$ cat config.mk
export PLATFORM = sky130hd
export DESIGN_NAME = audio_bandpass_iir_unit
export DESIGN_NICKNAME = d
export VERILOG_FILES = /design/src/hw/rtl/aubp_pkg.sv /design/src/hw/rtl/audio_bandpass_iir_unit.sv
export SDC_FILE = /design/constraint.sdc
export NUM_CORES = 2
export LEC_CHECK = 0
export BUFFER_PORTS_ARGS = -buffer_cell sky130_fd_sc_hd__buf_4
export CAP_MARGIN = 20
export CORE_ASPECT_RATIO = 0.8
export CORE_UTILIZATION = 50
export DETAILED_ROUTE_END_ITERATION = 10
export GPL_TIMING_DRIVEN = 0
export PLACE_DENSITY = 0.76
export SYNTH_ARGS = -nofsm -noshare
export SYNTH_HDL_FRONTEND = slang
export SYNTH_SLANG_ARGS = --single-unit
$ cat constraint.sdc
create_clock -name aclk -period 7.9 [get_ports aclk]
set_input_delay 0 -clock aclk [delete_from_list [all_inputs] [get_ports aclk]]
set_output_delay 0 -clock aclk [all_outputs]
set_load 0.05 [all_outputs]
$ cat src/hw/rtl/aubp_pkg.sv
// Package for the audio band-pass IIR block: widths, register indexes,
// sequencer states and the 32-bit saturation helper. No dependencies.
package aubp_pkg;

    // Field and datapath widths
    localparam int SAMPLE_W  = 16;
    localparam int COEF_W    = 16;
    localparam int STATE_W   = 32;
    localparam int FRAC_BITS = 12;
    localparam int CFG_ADDR_W = 8;
    // Multiplier operand: 32-bit state plus scaled 17-bit sample delta
    localparam int OP_W      = 34;
    localparam int PROD_W    = OP_W + COEF_W + 1;
    localparam int SHIFT_W   = PROD_W - COEF_W;
    localparam int ACC_W     = SHIFT_W + 1;

    // Coefficient reset values (80 Hz high-pass, 3 kHz low-pass at 16 kHz)
    localparam logic [COEF_W-1:0] HP_COEF_RST = 16'd63539;
    localparam logic [COEF_W-1:0] LP_COEF_RST = 16'd35447;

    // Configuration register indexes
    localparam logic [CFG_ADDR_W-1:0] REG_HP_COEF = 8'd0;
    localparam logic [CFG_ADDR_W-1:0] REG_LP_COEF = 8'd1;

    // Sequencer states
    typedef enum logic [3:0] {
        ST_IDLE,
        ST_HP_MUL,
        ST_HP_ACC,
        ST_LP1_DIFF,
        ST_LP1_MUL,
        ST_LP1_ACC,
        ST_LP2_DIFF,
        ST_LP2_MUL,
        ST_LP2_ACC,
        ST_EMIT
    } seq_state_t;

    // Clamp a wide signed sum into the signed 32-bit range
    function automatic logic signed [STATE_W-1:0] sat_state(
        input logic signed [ACC_W-1:0] v
    );
        logic [ACC_W-STATE_W:0] top;
        begin
            top = v[ACC_W-1:STATE_W-1];
            if (top == '0 || top == '1) begin
                sat_state = v[STATE_W-1:0];
            end else if (v[ACC_W-1]) begin
                sat_state = {1'b1, {(STATE_W-1){1'b0}}};
            end else begin
                sat_state = {1'b0, {(STATE_W-1){1'b1}}};
            end
        end
    endfunction

endpackage

$ cat src/hw/rtl/audio_bandpass_iir_unit.sv
// An input item is accepted only in the idle state, so a new item is not taken
// until the previous one has left the sequencer; the single shared 17x34 multiplier
// is used once per filter stage, three times per item, under a sequencer.
// The result register frees the input side while a result waits.
// Reset (aresetn low, synchronous): filter state cleared, coefficients set
// to their 80 Hz / 3 kHz defaults, no result pending.
module audio_bandpass_iir_unit (
    input  logic                             aclk,
    input  logic                             aresetn,
    // Configuration write channel
    input  logic                             cfg_valid,
    output logic                             cfg_ready,
    input  logic [aubp_pkg::CFG_ADDR_W-1:0]  cfg_addr,
    input  logic [aubp_pkg::COEF_W-1:0]      cfg_wdata,
    // Input samples
    input  logic                             s_tvalid,
    output logic                             s_tready,
    input  logic [aubp_pkg::SAMPLE_W-1:0]    s_tdata,   // [15:0] sample_in
    input  logic                             s_tlast,   // block_end_in
    // Filtered samples
    output logic                             m_tvalid,
    input  logic                             m_tready,
    output logic [aubp_pkg::SAMPLE_W-1:0]    m_tdata,   // [15:0] sample_out
    output logic                             m_tlast,   // block_end_out
    output logic                             m_tuser    // [0] clipped
);
    import aubp_pkg::*;

    seq_state_t state_reg, state_next;

    logic [COEF_W-1:0]          hp_coef_reg, lp_coef_reg;
    logic signed [SAMPLE_W-1:0] prev_in_reg, prev_in_next;
    logic signed [STATE_W-1:0]  hp_reg, hp_next;
    logic signed [STATE_W-1:0]  lp1_reg, lp1_next;
    logic signed [STATE_W-1:0]  lp2_reg, lp2_next;
    logic signed [OP_W-1:0]     op_reg, op_next;
    logic signed [PROD_W-1:0]   prod_reg, prod_next;
    logic                       last_reg, last_next;

    logic                       out_valid_reg, out_valid_next;
    logic [SAMPLE_W-1:0]        out_data_reg, out_data_next;
    logic                       out_last_reg, out_last_next;
    logic                       out_clip_reg, out_clip_next;

    logic                       in_fire;
    logic                       out_free;
    logic signed [COEF_W:0]     coef_op;
    logic signed [SHIFT_W-1:0]  prod_sh;
    logic signed [STATE_W-1:0]  acc_base;
    logic signed [ACC_W-1:0]    acc_sum;
    logic signed [STATE_W-1:0]  acc_sat;
    logic signed [SAMPLE_W:0]   in_delta;
    logic signed [STATE_W:0]    lp_diff;
    logic signed [STATE_W:0]    trunc_adj;
    logic signed [STATE_W-FRAC_BITS:0] trunc_q;

    assign cfg_ready = 1'b1;
    assign s_tready  = (state_reg == ST_IDLE);
    assign in_fire   = s_tvalid && s_tready;
    assign out_free  = !out_valid_reg || m_tready;

    assign m_tvalid = out_valid_reg;
    assign m_tdata  = out_data_reg;
    assign m_tlast  = out_last_reg;
    assign m_tuser  = out_clip_reg;

    // Shared multiplier: coefficient times the registered operand
    assign coef_op   = $signed({1'b0, (state_reg == ST_HP_MUL) ? hp_coef_reg : lp_coef_reg});
    assign prod_next = coef_op * op_reg;

    // Floor shift of the product, add the stage base, clamp to 32 bits
    assign prod_sh = prod_reg[PROD_W-1:COEF_W];
    always_comb begin
        unique case (state_reg)
            ST_LP1_ACC: acc_base = lp1_reg;
            ST_LP2_ACC: acc_base = lp2_reg;
            default:    acc_base = '0;
        endcase
    end
    assign acc_sum = {{(ACC_W-STATE_W){acc_base[STATE_W-1]}}, acc_base}
                   + {prod_sh[SHIFT_W-1], prod_sh};
    assign acc_sat = sat_state(acc_sum);

    // Operand builders: high-pass input delta and low-pass difference
    assign in_delta = {s_tdata[SAMPLE_W-1], s_tdata} - {prev_in_reg[SAMPLE_W-1], prev_in_reg};
    assign lp_diff  = (state_reg == ST_LP1_DIFF)
                    ? ({hp_reg[STATE_W-1], hp_reg} - {lp1_reg[STATE_W-1], lp1_reg})
                    : ({lp1_reg[STATE_W-1], lp1_reg} - {lp2_reg[STATE_W-1], lp2_reg});

    // Truncate toward zero: bias negatives before the arithmetic shift
    assign trunc_adj = {lp2_reg[STATE_W-1], lp2_reg}
                     + (lp2_reg[STATE_W-1] ? (STATE_W+1)'((1 << FRAC_BITS) - 1)
                                           : (STATE_W+1)'(0));
    assign trunc_q   = trunc_adj[STATE_W:FRAC_BITS];

    // Sequencer next state
    always_comb begin
        state_next = state_reg;
        unique case (state_reg)
            ST_IDLE:     if (in_fire) state_next = ST_HP_MUL;
            ST_HP_MUL:   state_next = ST_HP_ACC;
            ST_HP_ACC:   state_next = ST_LP1_DIFF;
            ST_LP1_DIFF: state_next = ST_LP1_MUL;
            ST_LP1_MUL:  state_next = ST_LP1_ACC;
            ST_LP1_ACC:  state_next = ST_LP2_DIFF;
            ST_LP2_DIFF: state_next = ST_LP2_MUL;
            ST_LP2_MUL:  state_next = ST_LP2_ACC;
            ST_LP2_ACC:  state_next = ST_EMIT;
            ST_EMIT:     if (out_free) state_next = ST_IDLE;
            default:     state_next = ST_IDLE;
        endcase
    end

    // Datapath and output register updates per state
    always_comb begin
        prev_in_next   = prev_in_reg;
        hp_next        = hp_reg;
        lp1_next       = lp1_reg;
        lp2_next       = lp2_reg;
        op_next        = op_reg;
        last_next      = last_reg;
        out_valid_next = out_valid_reg && !m_tready;
        out_data_next  = out_data_reg;
        out_last_next  = out_last_reg;
        out_clip_next  = out_clip_reg;
        unique case (state_reg)
            ST_IDLE: begin
                if (in_fire) begin
                    op_next = {{(OP_W-STATE_W){hp_reg[STATE_W-1]}}, hp_reg}
                            + ({{(OP_W-SAMPLE_W-1){in_delta[SAMPLE_W]}}, in_delta}
                               <<< FRAC_BITS);
                    prev_in_next = s_tdata;
                    last_next    = s_tlast;
                end
            end
            ST_HP_ACC:  hp_next  = acc_sat;
            ST_LP1_ACC: lp1_next = acc_sat;
            ST_LP2_ACC: lp2_next = acc_sat;
            ST_LP1_DIFF, ST_LP2_DIFF: begin
                op_next = {lp_diff[STATE_W], lp_diff};
            end
            ST_EMIT: begin
                if (out_free) begin
                    out_valid_next = 1'b1;
                    out_last_next  = last_reg;
                    if (trunc_q > $signed((STATE_W-FRAC_BITS+1)'(32767))) begin
                        out_data_next = 16'h7fff;
                        out_clip_next = 1'b1;
                    end else if (trunc_q < -$signed((STATE_W-FRAC_BITS+1)'(32768))) begin
                        out_data_next = 16'h8000;
                        out_clip_next = 1'b1;
                    end else begin
                        out_data_next = trunc_q[SAMPLE_W-1:0];
                        out_clip_next = 1'b0;
                    end
                end
            end
            default: ;
        endcase
    end

    // Registers
    always_ff @(posedge aclk) begin
        if (!aresetn) begin
            state_reg     <= ST_IDLE;
            hp_coef_reg   <= HP_COEF_RST;
            lp_coef_reg   <= LP_COEF_RST;
            prev_in_reg   <= '0;
            hp_reg        <= '0;
            lp1_reg       <= '0;
            lp2_reg       <= '0;
            out_valid_reg <= 1'b0;
        end else begin
            state_reg     <= state_next;
            prev_in_reg   <= prev_in_next;
            hp_reg        <= hp_next;
            lp1_reg       <= lp1_next;
            lp2_reg       <= lp2_next;
            out_valid_reg <= out_valid_next;
            if (cfg_valid && cfg_addr == REG_HP_COEF) begin
                hp_coef_reg <= cfg_wdata;
            end
            if (cfg_valid && cfg_addr == REG_LP_COEF) begin
                lp_coef_reg <= cfg_wdata;
            end
        end
    end

    // Payload registers
    always_ff @(posedge aclk) begin
        op_reg       <= op_next;
        prod_reg     <= prod_next;
        last_reg     <= last_next;
        out_data_reg <= out_data_next;
        out_last_reg <= out_last_next;
        out_clip_reg <= out_clip_next;
    end

endmodule
### Word-level counts from Yosys, hierarchy flattened

Index checks and enable logic that the tools add are counted.

| word-level totals | value |
|---|---|
| bits in registers | 253 |
| latch bits | 0 |
| bits in writable memories | 0 |
| ROM bits | 0 |
| output and inout port bits | 21 |
| logic and storage cells | 68 |
| memories | 0 |

| cells by class | value |
|---|---|
| $add $sub $neg | 6 |
| multiply operators | 1 |
| div/mod/pow operators | 0 |
| $lt $le $gt $ge | 2 |
| equality and inequality tests | 13 |
| shift-type cells | 0 |
| muxes and demuxes | 15 |
| bitwise operators | 0 |
| reduce and logical (&&, ||, !) cells | 17 |

Operator list:

| kind | count |
|---|---|
| case mux 34 bit (2 select lines) | 1 |
| subtractor 32 x 32 -> 33 bit | 2 |
| 2-to-1 mux 32 bit | 2 |
| case mux 32 bit (2 select lines) | 1 |
| multiplier 17 x 34 -> 51 bit | 1 |
| case mux 4 bit (10 select lines) | 1 |
| adder 32 x 35 -> 36 bit | 1 |
| 2-to-1 mux 34 bit | 1 |
| adder 32 x 13 -> 33 bit | 1 |
| adder 32 x 29 -> 33 bit | 1 |
| 2-to-1 mux 33 bit | 1 |
| 2-to-1 mux 16 bit | 2 |
| greater-than comparator 21 x 16 -> 1 bit (second input constant) | 1 |
| < comparator 21 x 16 -> 1 bit (second input constant) | 1 |
| subtractor 16 x 16 -> 17 bit | 1 |
| == test 4 x 3 -> 1 bit (second input constant) | 4 |
| 2-to-1 mux 12 bit | 1 |
| == test 4 x 2 -> 1 bit (second input constant) | 2 |
| == test 4 bit (second input constant) | 2 |
| == test 8 x 1 -> 1 bit (second input constant) | 1 |
| logical NOT 8 bit | 1 |
| 2-to-1 mux 4 bit | 2 |
| AND reduction 2 bit | 4 |
| == test 5 bit (second input constant) | 1 |
| other kinds (11) | 18 |

### Longest topological paths before layout

| depth | value |
|---|---|
| depth after elaboration | 6 |
| depth in mapped cells | 31 |
| gate-level depth less buffers | 27 |

### Worst setup path before layout

Ideal clock, no wire load.

| path | value |
|---|---|
| path type | reg2reg |
| from | register state_reg[0] |
| to | register prod_reg[50] |
| library setup time | 0.132 ns |
| arrival time | 7.742 ns |
| data required time | 7.768 ns |
| slack | 0.026 ns |
| stages on the path, launching flop included | 30 |
| buffers on the path | 4 |
| period minus slack after synthesis | 7.874 ns |
| cell sequence | dfxtp_1 > clkbuf_1 > nor2b_1 > and2_1 > clkbuf_1 > buf_1 > mux2i_1 > clkbuf_1 > nor2b_1 > fa_1 > inv_1 > fa_1 > inv_1 > fa_1 > fa_1 > fa_1 > inv_1 > fa_1 > inv_1 > ha_1 > a21o_1 > a21o_1 > a21oi_1 > and2_1 > and3_1 > and4_1 > or3_1 > a21o_1 > nand3_1 > or3b_2 |

| on the way | value |
|---|---|
| longest elaborated chain between the ends | 3 |

RTL lines:

| element | RTL line | text |
|---|---|---|
| start: declaration | audio_bandpass_iir_unit.sv:29 | `seq_state_t state_reg, state_next;` |
| start signal: assignment | audio_bandpass_iir_unit.sv:174 | `state_reg <= state_next;` |
| == test 4 x 1 -> 1 bit | audio_bandpass_iir_unit.sv:68 | `assign coef_op = $signed({1'b0, (state_reg == ST_HP_MUL) ? hp_coef_reg : lp_coef_reg});` |
| 2-to-1 mux 16 bit | audio_bandpass_iir_unit.sv:68 |  |
| multiplier 17 x 34 -> 51 bit | audio_bandpass_iir_unit.sv:69 | `assign prod_next = coef_op * op_reg;` |
| named net prod_next[50] | audio_bandpass_iir_unit.sv:37 | `logic signed [PROD_W-1:0] prod_reg, prod_next;` |
| end signal: assignment | audio_bandpass_iir_unit.sv:192 | `prod_reg <= prod_next;` |
| end: declaration | audio_bandpass_iir_unit.sv:37 |  |

The timed path passes the listed nets, and every way through them passes these cells.
A chain may end at the register's enable or synchronous reset.

### Worst setup path in the final report

| path | value |
|---|---|
| from | register state_reg[0] |
| to | register prod_reg[49] |

The elaborated chain is that of the path after synthesis.

==> run summary <==
After detailed routing, the met2 layer carries roughly 44000 um of wire. The horizontal extent of the die came out at slightly below 300 um. The routed design uses approximately 12000 um of met3 wire.

The share of the clock period used by the worst path came out at 98.4%. The fraction of registers with async set/reset is 0%. The H-tree depth is 1. When the netlist entered floorplanning its net count stood at between 4000 and 5000.

Among all flip-flop cells after synthesis, the most frequent one is dfxtp_1. The number of endpoints with negative hold slack in the final report was 0. The max-slew violation count came to 0.

The area of all placed cells without fillers is approximately 37000 um2. The arrival time of data at the critical path endpoint is around 8.2 ns. The slowest stage of the critical path is the fa_2 cell. The mean routed wirelength per cell is 21.0 um. The top fanout value on the critical path came out at 10. The cell count of the worst reg-to-reg path came out at 29. The via count of the first global-routing pass came out at 29100.

By area the synthesized netlist is led by fa_1, dfxtp_1, ha_1. Of the cells placed in the final design, the portion with a size suffix greater than 1 is about 7%. The total number of nets in the final design is 4821.

The unique cell type count in the Yosys netlist is 90. In the routed layout, each cell is associated on average with a via count of approximately 5.8. The relative max-transition margin came out at 21.6%.

The run finished with clean final reports. Counting flops with a built-in enable in the synthesized netlist gives 52. The overall routed net length came out at about 100000 um. The longest individual stage delay on the worst path is approximately 0.58 ns. The top-area cell type share of the netlist area came out at 30.2%.

Counting stages on the worst path, the most repeated cell is fa_1. The flop-to-flop setup slack came out at 0.13 ns. The area growth from synthesis to layout is 11.0%. The initial core utilization came out at 51.0%.

The global-route usage over all layers came out at 30.6%. The smallest setup slack after layout is roughly 0.13 ns. The path with the worst hold slack has its endpoint at hp_coef_reg[9]. The wire length of the first global-routing pass came out at 162000 um. The average instance area after synthesis came out at roughly 8.8 um2.

The endpoint identified for the worst register-to-register timing path is prod_reg[49]. The flip-flop count of the largest register after layout came out at 35. The maximum number of pins on one net before global-route repair is 21.

The fill cell instance count of the final layout is approximately 5700. The kind of capture point of the worst setup path is a flop. The netlist area before placement is approximately 34000 um2. In the routed design, unresolved DRC markers number 0.

The post-detailed-placement half-perimeter wirelength is 82900 um. The floorplan step defined a die boundary enclosing 68600 um2. The clock period minus final worst setup slack is ~7.8 ns. The worst-case clock skew is 0.0314 ns.

The placement-stage cell area is between 30000 and 40000 um2. Prior to clock tree synthesis, the placed netlist has a worst setup slack of -2.86 ns. The via count is roughly 28000.

The number of nets still failing antenna checks after routing is 0. The latest clock arrival within the worst-skew pair came out at 0.61 ns. The number of buffers inserted by port buffering is 65. Routability-driven placement finished with a final weighted congestion of around 0.98. The residual overflow from global routing came out at 0. The number of buffers between clock root and the deepest sink is 3.

The Yosys warning count is 0. The number of antenna violations at the first check in global routing came out at 0. The slew at the pin closest to its max-slew limit came out at approximately 1.2 ns. The count of final setup violators came out at 0.

In this run the vertical extent of the chip is around 230 um. The detailed-routing wirelength on met1 came out at 42800 um. The critical path class is flop to flop. The startpoint type of the worst setup path is a flop. Clock-pin slew was measured on the worst setup and hold paths at 0.07 ns. The standard cell core area is about 66000 um2. The sink count of the clock tree came out at ~240.

Tracing the worst setup path back leads to its startpoint at state_reg[0]. The highest achievable clock rate is about 130 MHz. The sequential element share of the synthesized area is 15.5%. The total number of placement rows is 84.

The beginning of the worst register-to-register path is state_reg[0]. fa_1 takes more of the synthesized area than any other cell. The number of standard cells in the final layout excluding fillers came out at roughly 4900.

The first-pass iteration count of the detailed router came out at 6. Data on the critical path is required at its endpoint by 8.36 ns. The number of cells on the worst hold path is 6. The max-capacitance violation count came out at 0. The uppermost metal layer occupied by signal nets is met4.

The number of buffers created by CTS is 27. The tightest min-delay check is of the input pin to flop type. The iteration-0 DRC count of the detailed router is approximately 2400. In this run the count of I/O pins placed on the die edge is between 60 and 70. Synthesis handed over a netlist of between 3000 and 4000 instances.

The total instance count after detailed placement came out at 4766. The origin of the worst min-delay path is cfg_addr[6]. In this run the clock root is driven by a clkbuf_16. The post-synthesis sequential element count is 236.

The CTS tree is built.
per-layer routing:
| layer | vias up | GRT usage (%) |
|---|---|---|
| li1 | 12800 | - |
| met1 | 14000 | 41.8 |
| met2 | 1464 | 46.6 |
| met3 | 218 | 8.76 |
| met4 | 0 | 10.5 |
| met5 | - | 0 |
critical path: cells and delay by family, from the launching register on:
| kind | cells | cell delay, ns |
|---|---|---|
| multiplexers | 1 | 0.23 |
| adder cells (fa/ha/maj) | 7 | 3.34 |
| AO/OA/AOI/OAI | 5 | 1.29 |
| XOR/XNOR | 1 | 0.16 |
| buffers and inverters | 8 | 0.87 |
| flip-flops | 1 | 0.37 |
| AND/OR/NAND/NOR | 7 | 1.34 |
layout by cell type, fill, tap and decap left out, drive strengths merged, types with 39 or more instances in the layout:
cell           n
clkbuf       159
nand3         57
dlygate4sd3   42
edfxtp        52
ha           264
xor2          51
nand2        492
dfxtp        184
nor2         131
a21o          68
fa           510
nor3          42
inv          696
nor2b        180
a221o         71
a21oi        198
a211oi        39
o21ai        109
buf          134
xnor2         99
and2          48
per-stage QoR:
stage	utilization [%]	setup TNS [ns]	hold WS [ns]
floorplan	-	0	0.0989
global placement	53.4	-71.65	0.179
detailed placement	53.5	-74.82	0.180
CTS	56.3	0	0.0159
global route	56.6	-0.00254	0.0517
finish	56.6	0	0.0240
cells in the mapped netlist, types with 47 or more instances:
cell,n
edfxtp_1,52
clkbuf_1,142
fa_1,510
xnor2_1,99
xor2_1,51
nor2_1,130
o21ai_0,107
nand3_1,57
and2_1,47
nor2b_1,180
ha_1,264
a21o_1,68
dfxtp_1,184
nand2_1,492
a21oi_1,196
inv_1,695
a221o_1,71
repair_timing:
action	4_1_cts	5_1_grt
hold buffers	42	0
buffers inserted	15	12
hold endpoints to repair	52	0
pin swaps	2	8
endpoints found under the setup margin	35	19
gates resized for setup	109	53
cloned	1	0
final cells by class:
| type | instances | area, um2 | share of cell area (%) |
|---|---|---|---|
| Antenna cell | 1 | 2.50 | 0.00668 |
| Buffer | 164 | 935 | 2.49 |
| Clock buffer | 34 | 733 | 1.96 |
| Clock inverter | 16 | 226 | 0.604 |
| Inverter | 697 | 2620 | 6.98 |
| Multi-Input combinational cell | 2738 | 25400 | 67.9 |
| Sequential cell | 236 | 5250 | 14.0 |
| Tap cell | 860 | 1080 | 2.87 |
| Timing Repair Buffer | 137 | 1210 | 3.23 |
kinds of logic (layout without fill, tap and decap cells):
family                   after synthesis  after routing  synth area share, %
AO/OA/AOI/OAI                        698            698                 14.2
other                                  1              2               0.0111
AND/OR/NAND/NOR                     1067           1067                 15.0
multiplexers                          48             48                 1.46
buffers and inverters                865           1048                 9.89
adder cells (fa/ha/maj)              774            774                 40.0
XOR/XNOR                             150            150                 3.89
flip-flops                           236            236                 15.5
worst max-delay path by stage:
| stage | endpoint | cells after the start |
|---|---|---|
| floorplan | prod_reg[50] | 29 |
| global placement | prod_reg[49] | 28 |
| detailed placement | prod_reg[49] | 28 |
| CTS | prod_reg[50] | 25 |
| global route | prod_reg[49] | 29 |
| finish | prod_reg[49] | 29 |
Power is left out: the tool's default activity adds up to more than one toggle a clock period on the data nets, which glitch-free logic cannot reach.
